==> config.mk <==
export PLATFORM = sky130hd
export DESIGN_NAME = piecewise_linear_ramp_lookup_top
export DESIGN_NICKNAME = d
export VERILOG_FILES = /design/src/rtl/plr_pkg.sv /design/src/rtl/plr_ram.sv /design/src/rtl/plr_fifo.sv /design/src/rtl/plr_front.sv /design/src/rtl/plr_back.sv /design/src/rtl/piecewise_linear_ramp_lookup_top.sv
export SDC_FILE = /design/constraint.sdc
export NUM_CORES = 2
export LEC_CHECK = 0
export ABC_CLOCK_PERIOD_IN_PS = 13800
export BUFFER_PORTS_ARGS = -buffer_cell sky130_fd_sc_hd__buf_2
export CAP_MARGIN = 20
export CORE_MARGIN = 5
export CORE_UTILIZATION = 35
export DETAILED_ROUTE_END_ITERATION = 7
export GPL_TIMING_DRIVEN = 0
export MAX_ROUTING_LAYER = met4
export PLACE_DENSITY = 0.52
export SLEW_MARGIN = 5
export SYNTH_ARGS = -nofsm -noshare
export SYNTH_HDL_FRONTEND = slang
export SYNTH_SLANG_ARGS = --single-unit
==> constraint.sdc <==
create_clock -name clk -period 13.8 [get_ports clk]
set_input_delay 1.38 -clock clk [delete_from_list [all_inputs] [get_ports clk]]
set_output_delay 1.38 -clock clk [all_outputs]
set_load 0.02 [all_outputs]
==> src/rtl/plr_pkg.sv <==
// Shared types and constants for the piecewise-linear ramp lookup.
// No dependencies; every other file of the block imports this package.
package plr_pkg;

  localparam int DEF_MAX_STOPS = 8;   // default table depth
  localparam int POS_W         = 24;  // signed Q16.8 position
  localparam int CHAN_W        = 16;  // Q1.15 channel
  localparam int NCHAN         = 4;   // red, green, blue, alpha
  localparam int IDX_W         = 3;   // stop_index field
  localparam int CNT_W         = 4;   // stop count register
  localparam int FRAC_W        = 16;  // Q0.16 interpolation fraction

  // 1.0 in Q0.16, one bit wider than the fraction
  localparam logic [FRAC_W:0] FRAC_ONE = {1'b1, {FRAC_W{1'b0}}};

  typedef enum logic {
    OP_LOAD  = 1'b0,
    OP_QUERY = 1'b1
  } op_t;

  typedef enum logic [1:0] {
    CL_INTERP = 2'd0,
    CL_LOW    = 2'd1,
    CL_HIGH   = 2'd2
  } clamp_t;

  // element 0 is red, 3 is alpha
  typedef logic [NCHAN-1:0][CHAN_W-1:0] chans_t;

  // one classified request on its way from front to back
  typedef struct packed {
    op_t                     op;
    logic [IDX_W-1:0]        idx;
    logic signed [POS_W-1:0] pos;   // stop position or query point
    chans_t                  vals;
  } qent_t;

endpackage

==> src/rtl/plr_ram.sv <==
// Generic single-port-write, single-port-read RAM with registered read data.
// Depends on plr_pkg for default sizes only.
module plr_ram import plr_pkg::*; #(
  parameter int WIDTH = POS_W,
  parameter int DEPTH = DEF_MAX_STOPS
) (
  input  logic                     clk,
  input  logic                     we,
  input  logic [$clog2(DEPTH)-1:0] waddr,
  input  logic [WIDTH-1:0]         wdata,
  input  logic [$clog2(DEPTH)-1:0] raddr,
  output logic [WIDTH-1:0]         rdata
);

  logic [WIDTH-1:0] mem [DEPTH];

  always_ff @(posedge clk) begin
    if (we) begin
      mem[waddr] <= wdata;
    end
    rdata <= mem[raddr];
  end

endmodule

==> src/rtl/plr_fifo.sv <==
// Two-entry request queue between the front and back parts.
// Depends on plr_pkg (qent_t).
module plr_fifo import plr_pkg::*; (
  input  logic  clk,
  input  logic  rst,
  input  logic  push,
  input  qent_t din,
  output logic  full,
  input  logic  pop,
  output qent_t dout,
  output logic  empty
);

  localparam int DEPTH = 2;
  localparam int PW    = $clog2(DEPTH);
  localparam int CW    = $clog2(DEPTH + 1);

  qent_t          mem [DEPTH];
  logic [PW-1:0]  wr_ptr;
  logic [PW-1:0]  rd_ptr;
  logic [CW-1:0]  count;

  assign full  = (count == CW'(DEPTH));
  assign empty = (count == '0);
  assign dout  = mem[rd_ptr];

  always_ff @(posedge clk) begin
    if (push) begin
      mem[wr_ptr] <= din;
    end
  end

  always_ff @(posedge clk) begin
    if (rst) begin
      wr_ptr <= '0;
      rd_ptr <= '0;
      count  <= '0;
    end else begin
      if (push) begin
        wr_ptr <= wr_ptr + 1'b1;
      end
      if (pop) begin
        rd_ptr <= rd_ptr + 1'b1;
      end
      case ({push, pop})
        2'b10:   count <= count + 1'b1;
        2'b01:   count <= count - 1'b1;
        default: count <= count;
      endcase
    end
  end

endmodule

==> src/rtl/plr_front.sv <==
// Front part: registers incoming requests, classifies load/query and
// drops loads aimed past the table. Depends on plr_pkg.
module plr_front import plr_pkg::*; #(
  parameter int MAX_STOPS = DEF_MAX_STOPS
) (
  input  logic                    clk,
  input  logic                    rst,
  input  logic                    in_valid,
  output logic                    in_stall,
  input  logic                    opcode,
  input  logic [IDX_W-1:0]        stop_index,
  input  logic signed [POS_W-1:0] stop_position,
  input  logic [CHAN_W-1:0]       value_red,
  input  logic [CHAN_W-1:0]       value_green,
  input  logic [CHAN_W-1:0]       value_blue,
  input  logic [CHAN_W-1:0]       value_alpha,
  input  logic signed [POS_W-1:0] query_point,
  output logic                    push,
  output qent_t                   ent,
  input  logic                    full
);

  logic ent_valid;
  logic accept;
  logic keep;

  // out-of-range loads are swallowed here
  assign keep     = (op_t'(opcode) == OP_QUERY) || (int'(stop_index) < MAX_STOPS);
  assign in_stall = ent_valid && full;
  assign accept   = in_valid && !in_stall;
  assign push     = ent_valid && !full;

  always_ff @(posedge clk) begin
    if (rst) begin
      ent_valid <= 1'b0;
    end else if (accept) begin
      ent_valid <= keep;
    end else if (push) begin
      ent_valid <= 1'b0;
    end
  end

  always_ff @(posedge clk) begin
    if (accept) begin
      ent.op   <= op_t'(opcode);
      ent.idx  <= stop_index;
      ent.pos  <= (op_t'(opcode) == OP_QUERY) ? query_point : stop_position;
      ent.vals <= {value_alpha, value_blue, value_green, value_red};
    end
  end

endmodule

==> src/rtl/plr_back.sv <==
// Back part: owns the stop table and the stop count register, executes loads
// and runs the query sequencer (scan, serial divide, serial multiply) into the
// output register. Depends on plr_pkg and plr_ram.
module plr_back import plr_pkg::*; #(
  parameter int MAX_STOPS = DEF_MAX_STOPS
) (
  input  logic             clk,
  input  logic             rst,
  input  logic             cfg_wr_en,
  input  logic [CNT_W-1:0] cfg_wr_data,
  input  logic             q_valid,
  input  qent_t            q_ent,
  output logic             q_pop,
  output logic             out_valid,
  input  logic             out_stall,
  output chans_t           out_chans,
  output clamp_t           out_code
);

  localparam int AW        = $clog2(MAX_STOPS);
  localparam int VAL_W     = NCHAN * CHAN_W;
  localparam int DIV_STEPS = FRAC_W + 1;
  localparam int DCNT_W    = $clog2(DIV_STEPS);
  localparam int MUL_STEPS = 2 * NCHAN;
  localparam int MCNT_W    = $clog2(MUL_STEPS + 1);
  localparam int CH_W      = $clog2(NCHAN);
  localparam int PROD_W    = CHAN_W + FRAC_W + 1;

  typedef enum logic [5:0] {
    ST_IDLE  = 6'b000001,
    ST_SCAN  = 6'b000010,
    ST_FETCH = 6'b000100,
    ST_DIV   = 6'b001000,
    ST_MUL   = 6'b010000,
    ST_OUT   = 6'b100000
  } state_t;

  state_t                  state;
  logic [CNT_W-1:0]        stops_used;
  int                      cnt_eff;
  logic [AW-1:0]           last_idx;
  logic                    out_load;

  // table ports
  logic                    tbl_we;
  logic [AW-1:0]           tbl_waddr;
  logic [AW-1:0]           pos_raddr;
  logic [AW-1:0]           val_raddr;
  logic [POS_W-1:0]        pos_rdata;
  chans_t                  val_rdata;

  // query working registers
  logic signed [POS_W-1:0] t_pt;
  logic signed [POS_W-1:0] prev_pos;
  logic signed [POS_W-1:0] pos_rd;
  logic [AW-1:0]           chk;
  logic [AW-1:0]           sel_idx;
  clamp_t                  code;
  logic                    ge;
  logic signed [POS_W:0]   num_s;
  logic signed [POS_W:0]   den_s;

  // divider
  logic [POS_W:0]          rem;
  logic [POS_W-1:0]        den_r;
  logic [FRAC_W:0]         quot;
  logic [DCNT_W-1:0]       dcnt;
  logic [POS_W+1:0]        diff;
  logic                    qbit;
  logic [POS_W-1:0]        kept;

  // multiplier
  chans_t                  va;
  chans_t                  vb;
  chans_t                  res;
  logic [FRAC_W:0]         frac;
  logic [FRAC_W:0]         wa;
  logic [MCNT_W-1:0]       mcnt;
  logic [MCNT_W-1:0]       km1;
  logic [CH_W-1:0]         ch;
  logic [CHAN_W-1:0]       mx;
  logic [FRAC_W:0]         mw;
  logic [PROD_W-1:0]       prod;
  logic [PROD_W-1:0]       acc;
  logic [PROD_W:0]         sum;

  plr_ram #(.WIDTH(POS_W), .DEPTH(MAX_STOPS)) u_pos_ram (
    .clk   (clk),
    .we    (tbl_we),
    .waddr (tbl_waddr),
    .wdata (q_ent.pos),
    .raddr (pos_raddr),
    .rdata (pos_rdata)
  );

  plr_ram #(.WIDTH(VAL_W), .DEPTH(MAX_STOPS)) u_val_ram (
    .clk   (clk),
    .we    (tbl_we),
    .waddr (tbl_waddr),
    .wdata (q_ent.vals),
    .raddr (val_raddr),
    .rdata (val_rdata)
  );

  // stops in use, limited to 1..MAX_STOPS
  always_comb begin
    cnt_eff = int'(stops_used);
    if (cnt_eff < 1) begin
      cnt_eff = 1;
    end
    if (cnt_eff > MAX_STOPS) begin
      cnt_eff = MAX_STOPS;
    end
    last_idx = AW'(cnt_eff - 1);
  end

  assign tbl_waddr = AW'(q_ent.idx);
  assign pos_rd    = pos_rdata;
  assign ge        = (pos_rd >= t_pt);
  assign num_s     = {t_pt[POS_W-1], t_pt} - {prev_pos[POS_W-1], prev_pos};
  assign den_s     = {pos_rd[POS_W-1], pos_rd} - {prev_pos[POS_W-1], prev_pos};

  // restoring divide step
  assign diff = {1'b0, rem} - {2'b00, den_r};
  assign qbit = !diff[POS_W+1];
  assign kept = qbit ? diff[POS_W-1:0] : rem[POS_W-1:0];

  // weights
  assign frac = (quot > FRAC_ONE) ? FRAC_ONE : quot;
  assign wa   = FRAC_ONE - frac;

  // multiply schedule: even steps va * (1 - f), odd steps vb * f
  assign ch  = mcnt[CH_W:1];
  assign mx  = mcnt[0] ? vb[ch] : va[ch];
  assign mw  = mcnt[0] ? frac : wa;
  assign km1 = mcnt - 1'b1;
  assign sum = {1'b0, acc} + {1'b0, prod};

  // finished result moves into the output register
  assign out_load = (state == ST_OUT) && (!out_valid || !out_stall);

  always_comb begin
    q_pop     = 1'b0;
    tbl_we    = 1'b0;
    pos_raddr = '0;
    val_raddr = '0;
    case (state)
      ST_IDLE: begin
        q_pop  = q_valid;
        tbl_we = q_valid && (q_ent.op == OP_LOAD);
      end
      ST_SCAN: begin
        pos_raddr = chk + 1'b1;
        val_raddr = (ge && (chk != '0)) ? chk - 1'b1 : chk;
      end
      ST_DIV: begin
        val_raddr = sel_idx;
      end
      default: begin
      end
    endcase
  end

  always_ff @(posedge clk) begin
    if (rst) begin
      state      <= ST_IDLE;
      out_valid  <= 1'b0;
      stops_used <= CNT_W'(1);
    end else begin
      if (cfg_wr_en) begin
        stops_used <= cfg_wr_data;
      end
      if (out_load) begin
        out_valid <= 1'b1;
      end else if (out_valid && !out_stall) begin
        out_valid <= 1'b0;
      end
      case (state)
        ST_IDLE: begin
          if (q_valid && (q_ent.op == OP_QUERY)) begin
            t_pt  <= q_ent.pos;
            chk   <= '0;
            state <= ST_SCAN;
          end
        end
        ST_SCAN: begin
          if (ge && (chk == '0)) begin
            code  <= CL_LOW;
            state <= ST_FETCH;
          end else if (ge) begin
            code    <= CL_INTERP;
            rem     <= {1'b0, num_s[POS_W-1:0]};
            den_r   <= den_s[POS_W-1:0];
            sel_idx <= chk;
            dcnt    <= '0;
            state   <= ST_DIV;
          end else if (chk == last_idx) begin
            code  <= CL_HIGH;
            state <= ST_FETCH;
          end else begin
            prev_pos <= pos_rd;
            chk      <= chk + 1'b1;
          end
        end
        ST_FETCH: begin
          res   <= val_rdata;
          state <= ST_OUT;
        end
        ST_DIV: begin
          if (dcnt == DCNT_W'(0)) begin
            va <= val_rdata;
          end
          if (dcnt == DCNT_W'(1)) begin
            vb <= val_rdata;
          end
          rem  <= {kept, 1'b0};
          quot <= {quot[FRAC_W-1:0], qbit};
          if (dcnt == DCNT_W'(DIV_STEPS - 1)) begin
            mcnt  <= '0;
            state <= ST_MUL;
          end else begin
            dcnt <= dcnt + 1'b1;
          end
        end
        ST_MUL: begin
          prod <= PROD_W'(mx) * PROD_W'(mw);
          if (mcnt != '0) begin
            if (!km1[0]) begin
              acc <= prod;
            end else begin
              res[km1[CH_W:1]] <= sum[CHAN_W+FRAC_W-1:FRAC_W];
            end
          end
          if (mcnt == MCNT_W'(MUL_STEPS)) begin
            state <= ST_OUT;
          end else begin
            mcnt <= mcnt + 1'b1;
          end
        end
        ST_OUT: begin
          if (out_load) begin
            out_chans <= res;
            out_code  <= code;
            state     <= ST_IDLE;
          end
        end
        default: begin
          state <= ST_IDLE;
        end
      endcase
    end
  end

endmodule

==> src/rtl/piecewise_linear_ramp_lookup_top.sv <==
// A query passes the front register and the two-entry queue, which overlap with the back
// part; the back part scans from one to all stops in use, one position RAM read a cycle,
// then fetches the clamped end stop or runs the serial divider and serial multiplier. The
// back part executes a load while idle and can take the next request at once; a query holds
// it until its result enters the output register, which out_stall can delay.
// Reset (rst, synchronous): control cleared, stop count = 1, stop table undefined.
module piecewise_linear_ramp_lookup_top import plr_pkg::*; #(
  parameter int MAX_STOPS = DEF_MAX_STOPS
) (
  input  logic                    clk,
  input  logic                    rst,
  // configuration: number of stops in use
  input  logic                    cfg_wr_en,
  input  logic [CNT_W-1:0]        cfg_wr_data,
  // request channel
  input  logic                    in_valid,
  output logic                    in_stall,
  input  logic                    opcode,
  input  logic [IDX_W-1:0]        stop_index,
  input  logic signed [POS_W-1:0] stop_position,
  input  logic [CHAN_W-1:0]       value_red,
  input  logic [CHAN_W-1:0]       value_green,
  input  logic [CHAN_W-1:0]       value_blue,
  input  logic [CHAN_W-1:0]       value_alpha,
  input  logic signed [POS_W-1:0] query_point,
  // result channel
  output logic                    out_valid,
  input  logic                    out_stall,
  output logic [CHAN_W-1:0]       out_red,
  output logic [CHAN_W-1:0]       out_green,
  output logic [CHAN_W-1:0]       out_blue,
  output logic [CHAN_W-1:0]       out_alpha,
  output logic [1:0]              clamped_end
);

  // front -> queue
  logic   f_push;
  qent_t  f_ent;
  logic   q_full;
  // queue -> back
  qent_t  q_ent;
  logic   q_empty;
  logic   q_pop;
  // result register
  chans_t out_chans;
  clamp_t out_code;

  // Front: one request register; out-of-range loads die here.
  plr_front #(.MAX_STOPS(MAX_STOPS)) u_front (
    .clk           (clk),
    .rst           (rst),
    .in_valid      (in_valid),
    .in_stall      (in_stall),
    .opcode        (opcode),
    .stop_index    (stop_index),
    .stop_position (stop_position),
    .value_red     (value_red),
    .value_green   (value_green),
    .value_blue    (value_blue),
    .value_alpha   (value_alpha),
    .query_point   (query_point),
    .push          (f_push),
    .ent           (f_ent),
    .full          (q_full)
  );

  // Loads travel through the queue too, so table writes stay ordered with queries.
  plr_fifo u_fifo (
    .clk   (clk),
    .rst   (rst),
    .push  (f_push),
    .din   (f_ent),
    .full  (q_full),
    .pop   (q_pop),
    .dout  (q_ent),
    .empty (q_empty)
  );

  // Back: table, sequencer and the output register; it keeps dequeuing while a result
  // in the output register waits on out_stall, until its next query result is finished.
  plr_back #(.MAX_STOPS(MAX_STOPS)) u_back (
    .clk         (clk),
    .rst         (rst),
    .cfg_wr_en   (cfg_wr_en),
    .cfg_wr_data (cfg_wr_data),
    .q_valid     (!q_empty),
    .q_ent       (q_ent),
    .q_pop       (q_pop),
    .out_valid   (out_valid),
    .out_stall   (out_stall),
    .out_chans   (out_chans),
    .out_code    (out_code)
  );

  assign out_red     = out_chans[0];
  assign out_green   = out_chans[1];
  assign out_blue    = out_chans[2];
  assign out_alpha   = out_chans[3];
  assign clamped_end = out_code;

endmodule

==> flow_summary.html <==
<table>
<tr><th>Metric</th><th>Value</th></tr>
<tr><th colspan="2">Run status</th></tr>
<tr><td>Outcome</td><td>complete, no violations</td></tr>
<tr><th colspan="2">Timing</th></tr>
<tr><td>Highest attainable clock frequency</td><td>90.9 MHz</td></tr>
<tr><td>Minimum clock period</td><td>11.00 ns</td></tr>
<tr><td>Max-slew violation total from the final report</td><td>0</td></tr>
<tr><td>Crit share post-route</td><td>79.7%</td></tr>
<tr><td>Final hold violation count</td><td>0</td></tr>
<tr><td>Clock tree skew after final layout</td><td>0.0569 ns</td></tr>
<tr><td>Sum Neg Setup Slack</td><td>0 ns</td></tr>
<tr><td>Setup Viol. Count Final</td><td>0</td></tr>
<tr><td>Setup repair after global routing missed its margin</td><td>false</td></tr>
<tr><td>Measured slew at the worst slew-check pin</td><td>1.21 ns</td></tr>
<tr><td>Max-slew headroom at the worst pin</td><td>18.7%</td></tr>
<tr><th colspan="2">Drt</th></tr>
<tr><td>Remaining design rule violation count</td><td>0</td></tr>
<tr><td>First-pass DRT Iterations</td><td>7</td></tr>
<tr><td>Length of routed met3 wiring</td><td>11100 µm</td></tr>
<tr><td>Average wire per cell in the routed design</td><td>24.0 µm</td></tr>
<tr><td>Antenna viol nets, final</td><td>0</td></tr>
<tr><td>DR iter-0 viols</td><td>3829</td></tr>
<tr><td>Routed wire length</td><td>195000 µm</td></tr>
<tr><td>Top routing layer used</td><td>met4</td></tr>
<tr><td>Via density</td><td>5.26</td></tr>
<tr><td>Routed wl met2</td><td>94200 µm</td></tr>
<tr><td>Via count</td><td>42700</td></tr>
<tr><td>Length of routed wiring on met1</td><td>84400 µm</td></tr>
<tr><th colspan="2">Die</th></tr>
<tr><td>Die span in y</td><td>459 µm</td></tr>
<tr><td>Core region area</td><td>0.200 mm²</td></tr>
<tr><td>Area of the die</td><td>0.210 mm²</td></tr>
<tr><td>Die width</td><td>459 µm</td></tr>
<tr><td>Number of cell rows</td><td>164</td></tr>
<tr><td>Starting density of the core</td><td>35.2%</td></tr>
<tr><td>Total I/O pin count</td><td>193</td></tr>
<tr><th colspan="2">Clocking</th></tr>
<tr><td>Number of resized instances in the post-cts repair step</td><td>0</td></tr>
<tr><td>TritonCTS buffer count</td><td>166</td></tr>
<tr><td>TritonCTS clock tree</td><td>done</td></tr>
<tr><td>Worst-skew pair later-pin latency</td><td>0.81 ns</td></tr>
<tr><td>Root buf cell</td><td>sky130_fd_sc_hd__clkbuf_16</td></tr>
<tr><td>Total setup buffers inserted after CTS</td><td>0</td></tr>
<tr><td>Max clock buf depth</td><td>3</td></tr>
<tr><td>Clk sinks</td><td>1538</td></tr>
<tr><td># H-tree levels</td><td>4</td></tr>
<tr><td>Reg clk slew, reported paths</td><td>0.06 ns</td></tr>
<tr><td>Count of hold-fix buffers inserted at cts</td><td>0</td></tr>
<tr><th colspan="2">Global routing</th></tr>
<tr><td>First-pass GRT wire length</td><td>287000 µm</td></tr>
<tr><td>Overall overflow remaining after global route</td><td>0</td></tr>
<tr><td>Maximum number of pins on one net before global-route repair</td><td>65</td></tr>
<tr><td>Antenna violations before repair</td><td>16</td></tr>
<tr><td>GRT Total Usage</td><td>18.8%</td></tr>
<tr><td>Via count of the first global-routing pass</td><td>43500</td></tr>
<tr><th colspan="2">Finish</th></tr>
<tr><td>Layout cell share with drive strength beyond 1</td><td>15.0%</td></tr>
<tr><td>Sequential cell area</td><td>0.0451 mm²</td></tr>
<tr><td>Core utilization of the finished layout</td><td>40.9%</td></tr>
<tr><td>Net count reported at finish</td><td>5892</td></tr>
<tr><td>Fill cells</td><td>18600</td></tr>
<tr><td>Post-synthesis to final-layout area growth</td><td>16.0%</td></tr>
<tr><td>Combined area of the multi-input logic cells</td><td>0.0229 mm²</td></tr>
<tr><th colspan="2">Logic synthesis</th></tr>
<tr><td>Share of the yosys chip area belonging to registers</td><td>64.1%</td></tr>
<tr><td>EDFF count, synth</td><td>1433</td></tr>
<tr><td>Area leader, netlist</td><td>sky130_fd_sc_hd__edfxtp_1</td></tr>
<tr><td>Syn Inst Count</td><td>4878</td></tr>
<tr><td>Most common cell in the synthesized netlist</td><td>sky130_fd_sc_hd__edfxtp_1</td></tr>
<tr><td>Flip-flop cell with the highest count after synthesis</td><td>sky130_fd_sc_hd__edfxtp_1</td></tr>
<tr><td>Leading cell types by total area after synthesis</td><td>sky130_fd_sc_hd__edfxtp_1 61%, sky130_fd_sc_hd__fa_1 6.0%, sky130_fd_sc_hd__ha_1 4.2%</td></tr>
<tr><td>Syn avg cell area</td><td>14.4 µm²</td></tr>
<tr><td>Cell area after synthesis</td><td>0.0704 mm²</td></tr>
<tr><td>Count of different cell masters after synthesis</td><td>98</td></tr>
<tr><td>Multiplexer share of the synthesized area</td><td>3.20%</td></tr>
<tr><td>Yosys reg bits</td><td>1538</td></tr>
<tr><td>Area fraction of the dominant cell type after synthesis</td><td>61.1%</td></tr>
<tr><td>Main combinational cell family by area after synthesis</td><td>adder cells</td></tr>
<tr><td>Syn nets</td><td>5449</td></tr>
<tr><td>Simple-Gate Fraction of Synth Area</td><td>8.38%</td></tr>
<tr><td>Fraction of synthesized cell area in xor and xnor cells</td><td>1.50%</td></tr>
<tr><td>Number of warnings reported in the yosys synthesis log</td><td>0</td></tr>
<tr><td>Synthesized-area fraction occupied by ao, oa, aoi and oai cells</td><td>9.02%</td></tr>
<tr><td>Fraction of synthesis flops using an asynchronous set or reset pin</td><td>0%</td></tr>
<tr><td>Adder and majority cell fraction of the synthesized area</td><td>10.2%</td></tr>
<tr><td>Most frequent cells after synthesis</td><td>1433 x sky130_fd_sc_hd__edfxtp_1, 334 x sky130_fd_sc_hd__inv_1, 309 x sky130_fd_sc_hd__nand2_1, 275 x sky130_fd_sc_hd__nor2_1, 271 x sky130_fd_sc_hd__and3_1</td></tr>
<tr><th colspan="2">Worst setup path</th></tr>
<tr><td>Most Frequent Cell on Critical Path</td><td>sky130_fd_sc_hd__fa_1</td></tr>
<tr><td>Endpoint type of the worst setup path</td><td>flip-flop</td></tr>
<tr><td>CP required</td><td>14.34 ns</td></tr>
<tr><td>Critical Path Max Stage Delay</td><td>0.84 ns</td></tr>
<tr><td>Startpoint class of the critical path</td><td>flip-flop</td></tr>
<tr><td>Worst path top cell family by delay</td><td>adder cells</td></tr>
<tr><td>CP Max Fanout</td><td>10</td></tr>
<tr><td>CP Class</td><td>flip-flop to flip-flop</td></tr>
<tr><td>Count of buffer and inverter cells on the critical path</td><td>4</td></tr>
<tr><td>Slowest library cell on the worst path</td><td>sky130_fd_sc_hd__a22oi_1</td></tr>
<tr><td>Arr. time, crit path</td><td>11.55 ns</td></tr>
<tr><th colspan="2">Job</th></tr>
<tr><td>Number of max-capacitance violations reported</td><td>0</td></tr>
<tr><th colspan="2">Pwr</th></tr>
<tr><td>Worst IR Drop VDD</td><td>0.129 mV</td></tr>
<tr><td>Switching power total</td><td>2.92 mW</td></tr>
<tr><td>PD cells</td><td>140 mW/mm²</td></tr>
<tr><td>Clock share of power</td><td>38.6%</td></tr>
<tr><td>Logic gate share of total power</td><td>11.5%</td></tr>
<tr><td>Share of total power in sequential cells</td><td>49.9%</td></tr>
<tr><td>Internal power</td><td>8.55 mW</td></tr>
<tr><td>Static leakage</td><td>29.2 nW</td></tr>
<tr><td>Sw frac</td><td>25.4%</td></tr>
<tr><th colspan="2">Placed design</th></tr>
<tr><td>Final weighted congestion in routability-driven placement</td><td>0.909</td></tr>
<tr><td>Half-perimeter wire length after detailed placement</td><td>142000 µm</td></tr>
<tr><td>Total of buffers placed on input and output ports</td><td>190</td></tr>
<tr><th colspan="2">Min path</th></tr>
<tr><td>Min-delay worst type</td><td>flip-flop to flip-flop</td></tr>
</table>
## through the flow
| stage | hold WS [ns] | instance area (µm²) | power (mW) | cells | setup WS, ns |
|---|---|---|---|---|---|
| 2_1_floorplan | 0.400 | 70400 | 6.55 | 4878 | 4.69 |
| 3_3_place_gp | 0.406 | 74700 | 7.11 | 7724 | 2.31 |
| 3_5_place_dp | 0.405 | 76200 | 7.15 | 7806 | 2.86 |
| 4_1_cts | 0.419 | 81600 | 11.6 | 8116 | 2.81 |
| 5_1_grt | 0.426 | 81700 | 11.9 | 8122 | 2.22 |
| 6_report | 0.418 | 81700 | 11.5 | 8125 | 2.80 |
## kinds of logic (layout without fill, tap and decap cells)
kind of cell	Yosys count	in the layout
flip-flops	1538	1538
AND/OR/NAND/NOR	1178	1178
AO/OA/AOI/OAI	828	828
buffers and inverters	599	1184
adder cells (fa/ha/maj)	446	446
multiplexers	171	171
XOR/XNOR	118	118
other	0	6
## power by group through the flow
stage | Sequential, mW | Combinational [mW] | Clock [mW]
floorplan | 5.75 | 0.799 | 0
global placement | 5.86 | 1.25 | 0
detailed placement | 5.82 | 1.32 | 0
CTS | 5.73 | 1.33 | 4.53
global route | 5.74 | 1.44 | 4.73
finish | 5.72 | 1.32 | 4.43
## area by class of cell
| type | count | area share, % |
|---|---|---|
| Timing Repair Buffer | 275 | 2.79 |
| Buffer | 261 | 1.58 |
| Sequential cell | 1538 | 55.3 |
| Tap cell | 2656 | 4.07 |
| Clock buffer | 229 | 5.61 |
| Clock inverter | 81 | 1.06 |
| Antenna cell | 6 | 0.0184 |
| Inverter | 338 | 1.55 |
| Multi-Input combinational cell | 2741 | 28.0 |
## flip-flops by register name, summed over array words and instances (netlist names), 4 cells and up, named ones only
register / flops
u_back.prod: 32
u_back.dcnt: 5
u_back.va: 64
u_back.res: 64
u_back.mcnt: 4
u_front.ent: 92
u_back.out_chans: 64
u_back.u_pos_ram.mem: 192
u_back.rem: 25
u_back.quot: 17
u_back.prev_pos: 24
u_back.u_val_ram.rdata: 64
u_back.t_pt: 24
u_back.acc: 32
u_fifo.mem: 184
u_back.u_pos_ram.rdata: 24
u_back.vb: 64
u_back.state: 6
u_back.stops_used: 4
u_back.u_val_ram.mem: 512
u_back.den_r: 24
## cells in the final DEF, fill, tap and decap left out, types with 37 or more instances in the layout
cell                        instances
sky130_fd_sc_hd__a2111oi_0        240
sky130_fd_sc_hd__a211oi_1          37
sky130_fd_sc_hd__a21oi_1          107
sky130_fd_sc_hd__a22o_1            55
sky130_fd_sc_hd__a31oi_1           63
sky130_fd_sc_hd__and3_1           268
sky130_fd_sc_hd__buf_2            241
sky130_fd_sc_hd__buf_6             41
sky130_fd_sc_hd__clkbuf_1         214
sky130_fd_sc_hd__clkbuf_16        168
sky130_fd_sc_hd__dfxtp_1          105
sky130_fd_sc_hd__edfxtp_1        1433
sky130_fd_sc_hd__fa_1             210
sky130_fd_sc_hd__ha_1             236
sky130_fd_sc_hd__inv_1            334
sky130_fd_sc_hd__mux2_2           113
sky130_fd_sc_hd__nand2_1          309
sky130_fd_sc_hd__nor2_1           261
sky130_fd_sc_hd__nor3_1            48
sky130_fd_sc_hd__nor4_1            70
sky130_fd_sc_hd__o21ai_0           68
sky130_fd_sc_hd__o221ai_1          51
sky130_fd_sc_hd__xnor2_1           82
## final timing paths
check / startpoint / to / slack (ns) / cells past startpoint
max reg2reg: u_back.quot[9]$_DFFE_PP_ / u_back.prod[30]$_DFFE_PP_ / 2.80 / 32
min: u_back.res[54]$_DFFE_PP_ / u_back.out_chans[54]$_DFFE_PP_ / 0.42 / 0
max: u_back.quot[9]$_DFFE_PP_ / u_back.prod[30]$_DFFE_PP_ / 2.80 / 32
min reg2reg: u_back.res[54]$_DFFE_PP_ / u_back.out_chans[54]$_DFFE_PP_ / 0.42 / 0
## metal layers
metal	vias up	global-route usage, %
li1	19500	-
met1	21600	24.7
met2	1299	30.6
met3	302	2.71
met4	0	5.28
met5	-	-
Note: power is estimated with default switching activity, not from simulation.
